$ cat config.mk
export PLATFORM = sky130hd
export DESIGN_NAME = decimal_scientific_text_to_number
export DESIGN_NICKNAME = d
export VERILOG_FILES = /design/src/sv/dsn_pkg.sv /design/src/sv/dsn_front.sv /design/src/sv/dsn_queue.sv /design/src/sv/dsn_back.sv /design/src/sv/decimal_scientific_text_to_number.sv
export SDC_FILE = /design/constraint.sdc
export NUM_CORES = 1
export LEC_CHECK = 0
export ABC_AREA = 1
export BUFFER_PORTS_ARGS = -buffer_cell sky130_fd_sc_hd__buf_4
export CELL_PAD_IN_SITES_DETAIL_PLACEMENT = 1
export CELL_PAD_IN_SITES_GLOBAL_PLACEMENT = 1
export CORE_AREA = 3 3 232 234
export CTS_BUF_LIST = sky130_fd_sc_hd__clkbuf_2
export DETAILED_ROUTE_END_ITERATION = 6
export DIE_AREA = 0 0 235 237
export PLACE_DENSITY = 0.71
export SYNTH_ARGS = -nofsm -noshare
export SYNTH_HDL_FRONTEND = slang
export SYNTH_SLANG_ARGS = --single-unit
$ cat constraint.sdc
create_clock -name clk -period 8.5 [get_ports clk]
set_input_delay 1.7 -clock clk [delete_from_list [all_inputs] [get_ports clk]]
set_output_delay 1.7 -clock clk [all_outputs]
set_load 0.01 [all_outputs]
$ cat src/sv/dsn_pkg.sv
// dsn_pkg: shared types and constants for the decimal text parser
// used by dsn_front, dsn_queue, dsn_back and the top level
`default_nettype none

package dsn_pkg;

  localparam int MAX_DIGITS     = 19;
  localparam int EXPONENT_LIMIT = 32767;
  localparam int QUEUE_DEPTH    = 4;

  localparam logic [7:0] CH_TAB   = 8'h09;
  localparam logic [7:0] CH_CR    = 8'h0D;
  localparam logic [7:0] CH_SPACE = 8'h20;
  localparam logic [7:0] CH_PLUS  = 8'h2B;
  localparam logic [7:0] CH_MINUS = 8'h2D;
  localparam logic [7:0] CH_POINT = 8'h2E;
  localparam logic [7:0] CH_ZERO  = 8'h30;
  localparam logic [7:0] CH_NINE  = 8'h39;
  localparam logic [7:0] CH_UPPER_E = 8'h45;
  localparam logic [7:0] CH_LOWER_E = 8'h65;

  typedef enum logic [2:0] {
    CL_SPACE,
    CL_DIGIT,
    CL_PLUS,
    CL_MINUS,
    CL_POINT,
    CL_EXP,
    CL_OTHER
  } char_class_t;

  typedef struct packed {
    char_class_t cls;
    logic [3:0]  digit;
    logic        last;
  } token_t;

  typedef enum logic [2:0] {
    PH_SKIP,
    PH_INT,
    PH_FRAC,
    PH_ESTART,
    PH_EDIG,
    PH_DONE
  } phase_t;

  typedef struct packed {
    logic               negative;
    logic [63:0]        significand;
    logic signed [15:0] decimal_exponent;
    logic               inexact;
    logic               exponent_saturated;
    logic               no_digits;
  } result_t;

endpackage

`default_nettype wire

$ cat src/sv/dsn_front.sv
// dsn_front: sorts each incoming character into a token class
// depends on dsn_pkg
`default_nettype none

module dsn_front (
  input  wire logic [7:0]      character,
  input  wire logic            last,
  output dsn_pkg::token_t      tok
);

  always_comb begin
    tok.last  = last;
    tok.digit = 4'(character - dsn_pkg::CH_ZERO);
    unique case (character) inside
      [dsn_pkg::CH_TAB:dsn_pkg::CH_CR], dsn_pkg::CH_SPACE: tok.cls = dsn_pkg::CL_SPACE;
      [dsn_pkg::CH_ZERO:dsn_pkg::CH_NINE]:                  tok.cls = dsn_pkg::CL_DIGIT;
      dsn_pkg::CH_PLUS:                                     tok.cls = dsn_pkg::CL_PLUS;
      dsn_pkg::CH_MINUS:                                    tok.cls = dsn_pkg::CL_MINUS;
      dsn_pkg::CH_POINT:                                    tok.cls = dsn_pkg::CL_POINT;
      dsn_pkg::CH_UPPER_E, dsn_pkg::CH_LOWER_E:             tok.cls = dsn_pkg::CL_EXP;
      default:                                              tok.cls = dsn_pkg::CL_OTHER;
    endcase
  end

endmodule

`default_nettype wire

$ cat src/sv/dsn_queue.sv
// dsn_queue: small token queue between the classifier and the parser
// depends on dsn_pkg
`default_nettype none

module dsn_queue #(
  parameter int DEPTH = dsn_pkg::QUEUE_DEPTH
) (
  input  wire logic            clk,
  input  wire logic            rst,
  input  wire logic            wr_en,
  input  wire dsn_pkg::token_t wr_tok,
  output logic                 full,
  input  wire logic            rd_en,
  output dsn_pkg::token_t      rd_tok,
  output logic                 rd_valid
);

  localparam int PW = (DEPTH > 1) ? $clog2(DEPTH) : 1;
  localparam int CW = $clog2(DEPTH + 1);

  dsn_pkg::token_t slots [DEPTH];
  logic [PW-1:0] wr_ptr;
  logic [PW-1:0] rd_ptr;
  logic [CW-1:0] count;

  logic do_wr;
  logic do_rd;

  assign full     = (count == CW'(DEPTH));
  assign rd_valid = (count != '0);
  assign rd_tok   = slots[rd_ptr];
  assign do_wr    = wr_en && !full;
  assign do_rd    = rd_en && rd_valid;

  always_ff @(posedge clk) begin
    if (do_wr) begin
      slots[wr_ptr] <= wr_tok;
    end
  end

  always_ff @(posedge clk) begin
    if (rst) begin
      wr_ptr <= '0;
      rd_ptr <= '0;
      count  <= '0;
    end else begin
      if (do_wr) begin
        wr_ptr <= (wr_ptr == PW'(DEPTH - 1)) ? '0 : wr_ptr + 1'b1;
      end
      if (do_rd) begin
        rd_ptr <= (rd_ptr == PW'(DEPTH - 1)) ? '0 : rd_ptr + 1'b1;
      end
      if (do_wr && !do_rd) begin
        count <= count + 1'b1;
      end else if (do_rd && !do_wr) begin
        count <= count - 1'b1;
      end
    end
  end

endmodule

`default_nettype wire

$ cat src/sv/dsn_back.sv
// dsn_back: parser state machine, digit and exponent accumulators, result register
// depends on dsn_pkg
`default_nettype none

module dsn_back (
  input  wire logic            clk,
  input  wire logic            rst,
  input  wire dsn_pkg::token_t tok,
  input  wire logic            tok_valid,
  output logic                 tok_take,
  input  wire logic            pop,
  output dsn_pkg::result_t     result,
  output logic                 result_valid
);

  localparam logic signed [15:0] SCALE_MAX = 16'(dsn_pkg::EXPONENT_LIMIT);
  localparam logic signed [15:0] SCALE_MIN = -SCALE_MAX;
  localparam logic [19:0]        EXP_MAX   = 20'(2 * dsn_pkg::EXPONENT_LIMIT);
  localparam logic signed [17:0] NET_MAX   = 18'(dsn_pkg::EXPONENT_LIMIT);
  localparam logic signed [17:0] NET_MIN   = -NET_MAX;

  dsn_pkg::phase_t    phase, phase_next, eff;
  logic               sign_neg, sign_neg_next;
  logic [63:0]        acc, acc_next, acc_x10;
  logic [4:0]         kept, kept_next;
  logic signed [15:0] scale, scale_next;
  logic [15:0]        exp_acc, exp_acc_next;
  logic [19:0]        exp_x10;
  logic               exp_neg, exp_neg_next;
  logic               dropped, dropped_next;
  logic               sat, sat_next;
  logic               any_digit, any_digit_next;
  logic signed [17:0] net;
  dsn_pkg::result_t   res;

  assign tok_take = tok_valid && (!tok.last || !result_valid || pop);
  assign acc_x10  = (acc << 3) + (acc << 1) + 64'(tok.digit);
  assign exp_x10  = (20'(exp_acc) << 3) + (20'(exp_acc) << 1) + 20'(tok.digit);
  assign eff      = (phase == dsn_pkg::PH_SKIP) ? dsn_pkg::PH_INT : phase;

  always_ff @(posedge clk) begin
    if (rst) begin
      phase     <= dsn_pkg::PH_SKIP;
      sign_neg  <= 1'b0;
      acc       <= '0;
      kept      <= '0;
      scale     <= '0;
      exp_acc   <= '0;
      exp_neg   <= 1'b0;
      dropped   <= 1'b0;
      sat       <= 1'b0;
      any_digit <= 1'b0;
    end else if (tok_take) begin
      phase     <= phase_next;
      sign_neg  <= sign_neg_next;
      acc       <= acc_next;
      kept      <= kept_next;
      scale     <= scale_next;
      exp_acc   <= exp_acc_next;
      exp_neg   <= exp_neg_next;
      dropped   <= dropped_next;
      sat       <= sat_next;
      any_digit <= any_digit_next;
    end
  end

  always_comb begin
    phase_next     = phase;
    sign_neg_next  = sign_neg;
    acc_next       = acc;
    kept_next      = kept;
    scale_next     = scale;
    exp_acc_next   = exp_acc;
    exp_neg_next   = exp_neg;
    dropped_next   = dropped;
    sat_next       = sat;
    any_digit_next = any_digit;

    if (phase == dsn_pkg::PH_SKIP && tok.cls == dsn_pkg::CL_SPACE) begin
      phase_next = dsn_pkg::PH_SKIP;
    end else if (phase == dsn_pkg::PH_SKIP &&
                 (tok.cls == dsn_pkg::CL_PLUS || tok.cls == dsn_pkg::CL_MINUS)) begin
      phase_next    = dsn_pkg::PH_INT;
      sign_neg_next = (tok.cls == dsn_pkg::CL_MINUS);
    end else begin
      phase_next = eff;
      unique case (eff)
        dsn_pkg::PH_INT, dsn_pkg::PH_FRAC: begin
          if (tok.cls == dsn_pkg::CL_DIGIT) begin
            any_digit_next = 1'b1;
            if (kept < 5'(dsn_pkg::MAX_DIGITS)) begin
              acc_next = acc_x10;
              if (acc_x10 != '0) begin
                kept_next = kept + 1'b1;
              end
              if (eff == dsn_pkg::PH_FRAC) begin
                if (scale > SCALE_MIN) begin
                  scale_next = scale - 16'sd1;
                end else begin
                  sat_next = 1'b1;
                end
              end
            end else begin
              dropped_next = 1'b1;
              if (eff == dsn_pkg::PH_INT) begin
                if (scale < SCALE_MAX) begin
                  scale_next = scale + 16'sd1;
                end else begin
                  sat_next = 1'b1;
                end
              end
            end
          end else if (tok.cls == dsn_pkg::CL_POINT && eff == dsn_pkg::PH_INT) begin
            phase_next = dsn_pkg::PH_FRAC;
          end else if (tok.cls == dsn_pkg::CL_EXP) begin
            phase_next = dsn_pkg::PH_ESTART;
          end else begin
            phase_next = dsn_pkg::PH_DONE;
          end
        end
        dsn_pkg::PH_ESTART, dsn_pkg::PH_EDIG: begin
          if (tok.cls == dsn_pkg::CL_DIGIT) begin
            phase_next = dsn_pkg::PH_EDIG;
            if (exp_x10 > EXP_MAX) begin
              exp_acc_next = 16'(EXP_MAX);
              sat_next     = 1'b1;
            end else begin
              exp_acc_next = 16'(exp_x10);
            end
          end else if (eff == dsn_pkg::PH_ESTART &&
                       (tok.cls == dsn_pkg::CL_PLUS || tok.cls == dsn_pkg::CL_MINUS)) begin
            phase_next   = dsn_pkg::PH_EDIG;
            exp_neg_next = (tok.cls == dsn_pkg::CL_MINUS);
          end else begin
            phase_next = dsn_pkg::PH_DONE;
          end
        end
        default: begin
          phase_next = eff;
        end
      endcase
    end

    // net exponent with clamp
    if (exp_neg_next) begin
      net = 18'(scale_next) - $signed({2'b00, exp_acc_next});
    end else begin
      net = 18'(scale_next) + $signed({2'b00, exp_acc_next});
    end

    res.negative           = sign_neg_next;
    res.significand        = acc_next;
    res.inexact            = dropped_next;
    res.exponent_saturated = sat_next;
    res.no_digits          = 1'b0;
    if (net > NET_MAX) begin
      res.decimal_exponent   = SCALE_MAX;
      res.exponent_saturated = 1'b1;
    end else if (net < NET_MIN) begin
      res.decimal_exponent   = SCALE_MIN;
      res.exponent_saturated = 1'b1;
    end else begin
      res.decimal_exponent = 16'(net);
    end
    if (!any_digit_next) begin
      res.significand        = '0;
      res.decimal_exponent   = '0;
      res.inexact            = 1'b0;
      res.exponent_saturated = 1'b0;
      res.no_digits          = 1'b1;
    end

    if (tok.last) begin
      phase_next     = dsn_pkg::PH_SKIP;
      sign_neg_next  = 1'b0;
      acc_next       = '0;
      kept_next      = '0;
      scale_next     = '0;
      exp_acc_next   = '0;
      exp_neg_next   = 1'b0;
      dropped_next   = 1'b0;
      sat_next       = 1'b0;
      any_digit_next = 1'b0;
    end
  end

  always_ff @(posedge clk) begin
    if (tok_take && tok.last) begin
      result <= res;
    end
  end

  always_ff @(posedge clk) begin
    if (rst) begin
      result_valid <= 1'b0;
    end else if (tok_take && tok.last) begin
      result_valid <= 1'b1;
    end else if (pop) begin
      result_valid <= 1'b0;
    end
  end

endmodule

`default_nettype wire

$ cat src/sv/decimal_scientific_text_to_number.sv
// Parses decimal scientific-notation text, one character per word, into sign,
// integer significand (up to 19 kept digits) and a saturated decimal exponent.
// Leading whitespace is skipped; the first character that does not fit ends the
// number and the rest is ignored until the word flagged last, which yields one
// result word. One character word is taken every clock cycle while full is low:
// the parser does its multiply-by-ten and add combinationally, and a small token
// queue sits between the classifier and the parser. A result passes through the
// queue and then the result register and is held there, so input keeps flowing
// while it waits to be popped until the next last character reaches the parser;
// then the queue fills and full rises.
// depends on dsn_pkg, dsn_front, dsn_queue, dsn_back
`default_nettype none

module decimal_scientific_text_to_number #(
  parameter int QUEUE_DEPTH = dsn_pkg::QUEUE_DEPTH
) (
  input  wire logic               clk,
  input  wire logic               rst,
  input  wire logic [7:0]         character,
  input  wire logic               last,
  input  wire logic               push,
  output logic                    full,
  output logic                    negative,
  output logic [63:0]             significand,
  output logic signed [15:0]      decimal_exponent,
  output logic                    inexact,
  output logic                    exponent_saturated,
  output logic                    no_digits,
  output logic                    empty,
  input  wire logic               pop
);

  dsn_pkg::token_t  in_tok;
  dsn_pkg::token_t  q_tok;
  logic             q_valid;
  logic             q_take;
  dsn_pkg::result_t result;
  logic             result_valid;

  dsn_front u_front (
    .character (character),
    .last      (last),
    .tok       (in_tok)
  );

  dsn_queue #(
    .DEPTH (QUEUE_DEPTH)
  ) u_queue (
    .clk      (clk),
    .rst      (rst),
    .wr_en    (push),
    .wr_tok   (in_tok),
    .full     (full),
    .rd_en    (q_take),
    .rd_tok   (q_tok),
    .rd_valid (q_valid)
  );

  dsn_back u_back (
    .clk          (clk),
    .rst          (rst),
    .tok          (q_tok),
    .tok_valid    (q_valid),
    .tok_take     (q_take),
    .pop          (pop),
    .result       (result),
    .result_valid (result_valid)
  );

  assign empty              = !result_valid;
  assign negative           = result.negative;
  assign significand        = result.significand;
  assign decimal_exponent   = result.decimal_exponent;
  assign inexact            = result.inexact;
  assign exponent_saturated = result.exponent_saturated;
  assign no_digits          = result.no_digits;

`ifndef SYNTHESIS
  a_no_digits_zero: assert property (@(posedge clk) disable iff (rst)
    (!empty && no_digits) |-> (significand == '0 && decimal_exponent == '0))
    else $error("no_digits result carries a nonzero value");

  a_exp_in_range: assert property (@(posedge clk) disable iff (rst)
    !empty |-> (decimal_exponent <= 16'sd32767 && decimal_exponent >= -16'sd32767))
    else $error("decimal exponent outside limit");

  a_inexact_needs_digits: assert property (@(posedge clk) disable iff (rst)
    (!empty && no_digits) |-> (!inexact && !exponent_saturated))
    else $error("flags set on a result with no digits");
`endif

endmodule

`default_nettype wire
Yosys cells after proc, flatten, opt, wreduce, memory -nomap -nowiden
Memories as Yosys holds them, arrays and structs flattened. A register that Yosys moved wholly into a read port is not among the register bits.
Index checks and enable logic that the tools add are counted.
{ "classes": {"addsub": 14, "n_mul": 0, "div": 0, "n_lt_le_gt_ge": 10, "eq_ne": 20, "shift": 0, "mux": 88, "bitwise_logic": 1, "reduce_logical": 36} }
{ "op_table": {"columns": ["op", "n"], "rows": [
  ["64-bit two-way mux", 6],
  ["16-bit two-way mux", 17],
  ["64-bit by 4-bit adder with 64-bit output", 1],
  ["64-bit adder", 1],
  ["64-bit nonzero test", 1],
  ["1-bit two-way mux", 39],
  ["5-bit two-way mux", 7],
  ["8-bit by 6-bit equality test with 1-bit output (second input constant)", 4],
  ["3-bit two-way mux", 10],
  ["19-bit by 17-bit adder with 20-bit output", 1],
  ["20-bit by 4-bit adder with 20-bit output", 1],
  ["20-bit by 16-bit greater-than comparator with 1-bit output (second input constant)", 1],
  ["16-bit by 17-bit adder with 18-bit output", 1],
  ["18-bit by 16-bit greater-than comparator with 1-bit output (second input constant)", 1],
  ["18-bit by 16-bit less-than comparator with 1-bit output (second input constant)", 1],
  ["18-bit two-way mux", 1],
  ["3-bit one-hot mux with 6 select lines", 1],
  ["16-bit by 17-bit subtractor with 18-bit output", 1],
  ["16-bit by 2-bit adder with 16-bit output (second input constant)", 1],
  ["8-bit by 7-bit equality test with 1-bit output (second input constant)", 2],
  ["16-bit greater-than comparator (second input constant)", 1],
  ["16-bit less-than comparator (second input constant)", 1],
  ["16-bit by 2-bit subtractor with 16-bit output (second input constant)", 1],
  ["15-bit two-way mux", 1],
  ["other kinds (27)", 67]
]} }
{ "word_totals": {"regBits": 201, "latchBits": 0, "mem_bits_rw": 32, "mem_bits_ro": 0, "n_memories": 1} }
{ "mem_list": {"columns": ["memory", "words", "width", "rd", "rd_ports_with_merged_regs", "wr", "line", "rtl"], "rows": [
  ["u_queue.slots", 4, 8, 1, 1, 1, "dsn_queue.sv:21", "dsn_pkg::token_t slots [DEPTH];"]
]} }

Depth between registers and ports, before layout
{ "depth": {"depth_word": 14, "depth_mapped": 45} }

Cells and area by module
Synthesis repeated with hierarchy kept, for this count alone.
{ "hier_totals": {"hier_cells": 2691, "hier_area_um2": 18951.9} }
{ "by_module_without_submodules": {"columns": ["mod", "n_inst", "cells_each", "area_per_inst_um2", "seq_area_each_um2"], "rows": [
  ["dsn_back", 1, 2494, 17020.1, 4724.5],
  ["dsn_queue", 1, 146, 1695.4, 1141.1],
  ["dsn_front", 1, 50, 232.7, 0.0],
  ["decimal_scientific_text_to_number", 1, 1, 3.8, 0.0]
]} }

Worst setup path after synthesis
Ideal clock, no wire load.
{ "synth_path": {"kind": "input to register", "startpoint": "input pop", "endpoint": "register u_back.kept[2]", "setup_ns": 0.070, "arrival_ns": 6.516, "t_required_ns": 8.430, "slack_ns": 1.914, "path_stages": 7, "path_cell_list": "or2_2 > nand2_1 > nor2_1 > inv_1 > nand2_1 > nand2_1 > a21oi_1"} }
{ "synth_between": {"elab_chain_len": 3} }
{ "synth_rtl": {"columns": ["item", "line", "rtl"], "rows": [
  ["start: declaration", "decimal_scientific_text_to_number.sv:30", "input wire logic pop"],
  ["1-bit logical OR", "dsn_back.sv:36", "assign tok_take = tok_valid && (!tok.last || !result_valid || pop);"],
  ["1-bit logical AND", "dsn_back.sv:36", null],
  ["7-bit AND reduction (no line)", null, null],
  ["end signal: assignment", "dsn_back.sv:57", "kept <= kept_next;"],
  ["end: declaration", "dsn_back.sv:25", "logic [4:0] kept, kept_next;"]
]} }
Every way passes these cells.
A chain may end at the register's enable or synchronous reset.

==> results by stage <==
Floorplan:
- In this run the horizontal extent of the chip is 235 um.
- The count of standard-cell rows is 84.
- For this configuration, the core starts out at a cell density of 36.7%.
- 99 I/O pins were placed.
- Measured along the y axis, the die boundary spans 237 um.
- The placeable core region is 0.0522 mm2.
- The floorplan die area is 0.0557 mm2.

Route:
- The count of routing violations after the opening detailed-route iteration is 898.
- Dividing the detail-routed wire length by the instance count gives 17.8 um.
- The total routed wirelength is 64300 um.
- The total iterations of the first detailed-routing run is 5.
- The total vias in the final route is 18.7k.
- In this run the remaining antenna-violating nets after routing total 0.
- The post-route DRC violation count is 0.
- The ratio of routed vias to standard cells is 5.20.

Timing:
- The worst pin sits at a relative slew slack of 21.2%.
- The final worst-path cycle share is 88.6%.
- The count of endpoints failing setup in the final report is 0.
- Summed over all failing endpoints, the final setup total negative slack is 0 ps.
- The largest clock skew in the final design is 126 ps.
- The number of failing hold endpoints at the final stage is 0.
- The worst-margin pin slew is 1180 ps.
- Setup repair after global routing left no endpoint under its margin.
- The maximum frequency from static timing analysis is 0.133 GHz.
- The number of pins with negative max-slew slack in the final report is 0.
- The minimum clock period is 7530 ps.

Min path:
- The worst min-delay path category is flip-flop to flip-flop.

Global routing:
- The total grt overflow is 0.
- Across every metal layer, demand over resource in global routing totals 23.1%.
- The maximum number of pins on one net before global-route repair is 86.
- The number of antenna violations at the first check in global routing is 2.
- The first global-routing pass estimated 105000 um of wire.
- The number of global-route vias before repair was 19.7k.

Critical path:
- The nature of the critical path startpoint is a flip-flop.
- The worst setup path is of the flip-flop to flip-flop kind.
- For this run, the slowest stage of the critical path takes 760 ps.
- Along the worst path, the maximum fanout reaches 17.
- Data on the critical path is required at its endpoint by 9260 ps.
- The most numerous cell type found on the critical path is sky130_fd_sc_hd__nand2_1.
- Among all stages on the critical path, the largest delay is contributed by sky130_fd_sc_hd__dfxtp_1.
- The type of destination of the critical path is a flip-flop.
- At the worst endpoint, the arrival time is 8290 ps.

Layout:
- The non-filler instance count after layout is 3603.
- The register area is 0.00587 mm2.
- Leaving out fill and tap cells, the most frequent cells in the layout are sky130_fd_sc_hd__nand2_1 (685), sky130_fd_sc_hd__nor2_1 (313), sky130_fd_sc_hd__inv_1 (284).
- The area of the multi-input gates is 0.0118 mm2.
- After filler insertion, the fill cell instance count of the layout stands at 6783.
- In the final layout, the share of cells above drive strength 1 is 11.8%.
- At the end of the flow, the number of nets in the layout was 3059.
- The area growth from synthesis to layout is 10.5%.
- The most frequent standard cell in the layout excluding fill and tap cells is sky130_fd_sc_hd__nand2_1.

Synthesis:
- Dividing the synthesized area by the synthesized cell count gives 6.96 um2.
- The count of unique library cells instantiated by Yosys is 60.
- The register bit count reported by yosys is 235.
- Summing the sequential cell areas from Yosys gives 30.6% of the chip area.
- The post-synthesis instance area is 0.0192 mm2.
- Synthesis produced 2754 cells.
- The number of nets handed over by synthesis was 2954.
- Yosys printed 0 warnings.

Clock tree:
- After clock tree synthesis, the setup repair step added 0 buffers.
- The level count of the clock H-tree is 3.
- The source-to-sink clock delay at the later pin of the worst-skew pair is 1030 ps.
- CTS placed an instance of sky130_fd_sc_hd__clkbuf_2 at the clock tree root.
- The CTS tree is done.
- The clock passes through at most 3 buffers.
- Clock-pin slew was measured on the worst setup and hold paths at 90 ps.
- The number of hold-repair buffers added at the cts stage is 0.
- The number of instances resized during post-cts repair is 0.
- The clock net sink count is 235.
- The TritonCTS buffer count is 69.

Place:
- The HPWL after detailed placement is 51200 um.
- The count of buffers added on input and output ports is 98.
- The routability-driven placement congestion ratio is 0.933.
- The number of placed cells counting well taps is 3476.

Power and ir drop:
- Combinational cells account for 58.2% of the total power.
- Summed over all nets, the switching power comes to 3.11 mW.
- The portion of total power attributed to the clock network is 15.1%.
- The power density over the cells is 292 mW/mm2.
- The internal power summed over all cells is 3.08 mW.
- The net switching share of the total power is 50.2%.
- The peak supply drop is 0.000401 V.
- In this run, flip-flops and latches consume 26.7% of the power.
- In this run the static leakage power is 9.53 nW.

Outcome:
- The flow ran to the end, and the final reports show no timing, DRC or antenna violations.

Run:
- The max-cap violation count is 0.
==> cell usage after synthesis, drive strengths merged <==
master / count / area, um2
nand3: 165 / 863
o2111ai: 1 / 8.76
a21o: 6 / 45.0
o22ai: 7 / 43.8
edfxtp: 116 / 3480
a311o: 1 / 10.0
nand3b: 23 / 173
nor2: 327 / 1270
nand4: 24 / 165
clkbuf: 57 / 214
clkinv: 1 / 3.75
nor3: 42 / 210
a31oi: 4 / 25.0
o21a: 11 / 82.6
o211a: 1 / 10.0
nor4: 5 / 31.3
a211oi: 2 / 15.0
fa: 6 / 120
o31ai: 4 / 30.0
nor4b: 1 / 8.76
ha: 181 / 2260
nand2: 710 / 2740
o21bai: 13 / 97.6
o21ai: 170 / 855
a311oi: 1 / 8.76
and2: 5 / 33.8
or2: 78 / 488
o41ai: 3 / 26.3
nor3b: 1 / 7.51
inv: 296 / 1120
nand2b: 2 / 12.5
xor2: 52 / 455
a21oi: 250 / 1260
dfxtp: 119 / 2380
buf: 16 / 145
a32oi: 1 / 16.3
and3: 3 / 18.8
o311ai: 1 / 8.76
o211ai: 8 / 60.1
xnor2: 37 / 324
a21boi: 3 / 22.5
==> stage by stage <==
stage / area [um2] / util [%] / hold slack, ps / power, mW / setup slack [ps]
final: 21200 / 40.5 / 463 / 6.19 / 968
after floorplan: 19200 / - / 430 / 4.26 / 1910
after global placement: 20500 / 39.2 / 440 / 5.21 / 1370
after CTS: 21200 / 40.5 / 464 / 6.30 / 980
after detailed placement: 20500 / 39.2 / 451 / 5.32 / 1020
after global routing: 21200 / 40.5 / 489 / 6.78 / 200
==> state kept, by name, summed over array words and instances, names as in the netlist, named ones only <==
name and flops:
u_back.acc 64, u_back.any_digit 1, u_back.dropped 1, u_back.exp_acc 16, u_back.exp_neg 1, u_back.kept 5, u_back.phase 3, u_back.result 84
u_back.result_valid 1, u_back.sat 1, u_back.scale 16, u_back.sign_neg 1, u_queue.count 3, u_queue.rd_ptr 2, u_queue.slots 32, u_queue.wr_ptr 2
==> area by class of cell <==
cell class	count	area share, %
multi-input combinational	2149	55.9
sequential	235	27.7
timing repair buffer	107	3.79
antenna	2	0.0236
clock buffer	102	2.41
inverter	297	5.30
tap	688	4.07
clock inverter	23	0.762
==> power groups by stage <==
stage          Sequential [mW]  Combinational [mW]  Clock (mW)
2_1_floorplan             1.76                2.50           0
3_3_place_gp              1.67                3.54           0
3_5_place_dp              1.68                3.64           0
4_1_cts                   1.66                3.65       0.984
5_1_grt                   1.69                4.05        1.04
6_report                  1.65                3.60       0.934
==> layer usage <==
metal / vias to the layer above / global-route usage, % / part of all wire (%)
met4: 2 / 7.27 / 2.4
met1: 9019 / 29.9 / 47
met3: 95 / 3.25 / 3.4
met2: 275 / 39.6 / 47
met5: - / 0 / 0.020
li1: 9352 / - / -
==> worst max-delay path: cells and delay by family, from the launching register on <==
family,cells,cell delay (ps)
simple gates,27,3260
fa+ha+maj,4,1630
compound gates,4,1410
flops,1,760
xor+xnor,1,140
buf+inv,1,90
==> final timing paths <==
kind	start	to	slack (ps)	depth (start not counted)
min	u_back.kept[4]$_SDFFE_PP0P_	u_back.kept[4]$_SDFFE_PP0P_	460	2
max	flip-flop	u_back.result[1]$_SDFFCE_PP0P_	970	37
max reg2reg	flip-flop	u_back.result[1]$_SDFFCE_PP0P_	970	37
min reg2reg	u_back.kept[4]$_SDFFE_PP0P_	u_back.kept[4]$_SDFFE_PP0P_	460	2
==> cells by family (layout without fill, tap and decap cells) <==
family	Yosys count	in the layout	synth area share [%]
AND/OR/NAND/NOR	1386	1386	31.4
AO/OA/AOI/OAI	487	487	13.7
buffers and inverters	370	529	7.72
flip-flops	235	235	30.6
adder cells (fa/ha/maj)	187	187	12.4
XOR/XNOR	89	89	4.07
other	0	2	0
Note: power is estimated with default switching activity, not from simulation.
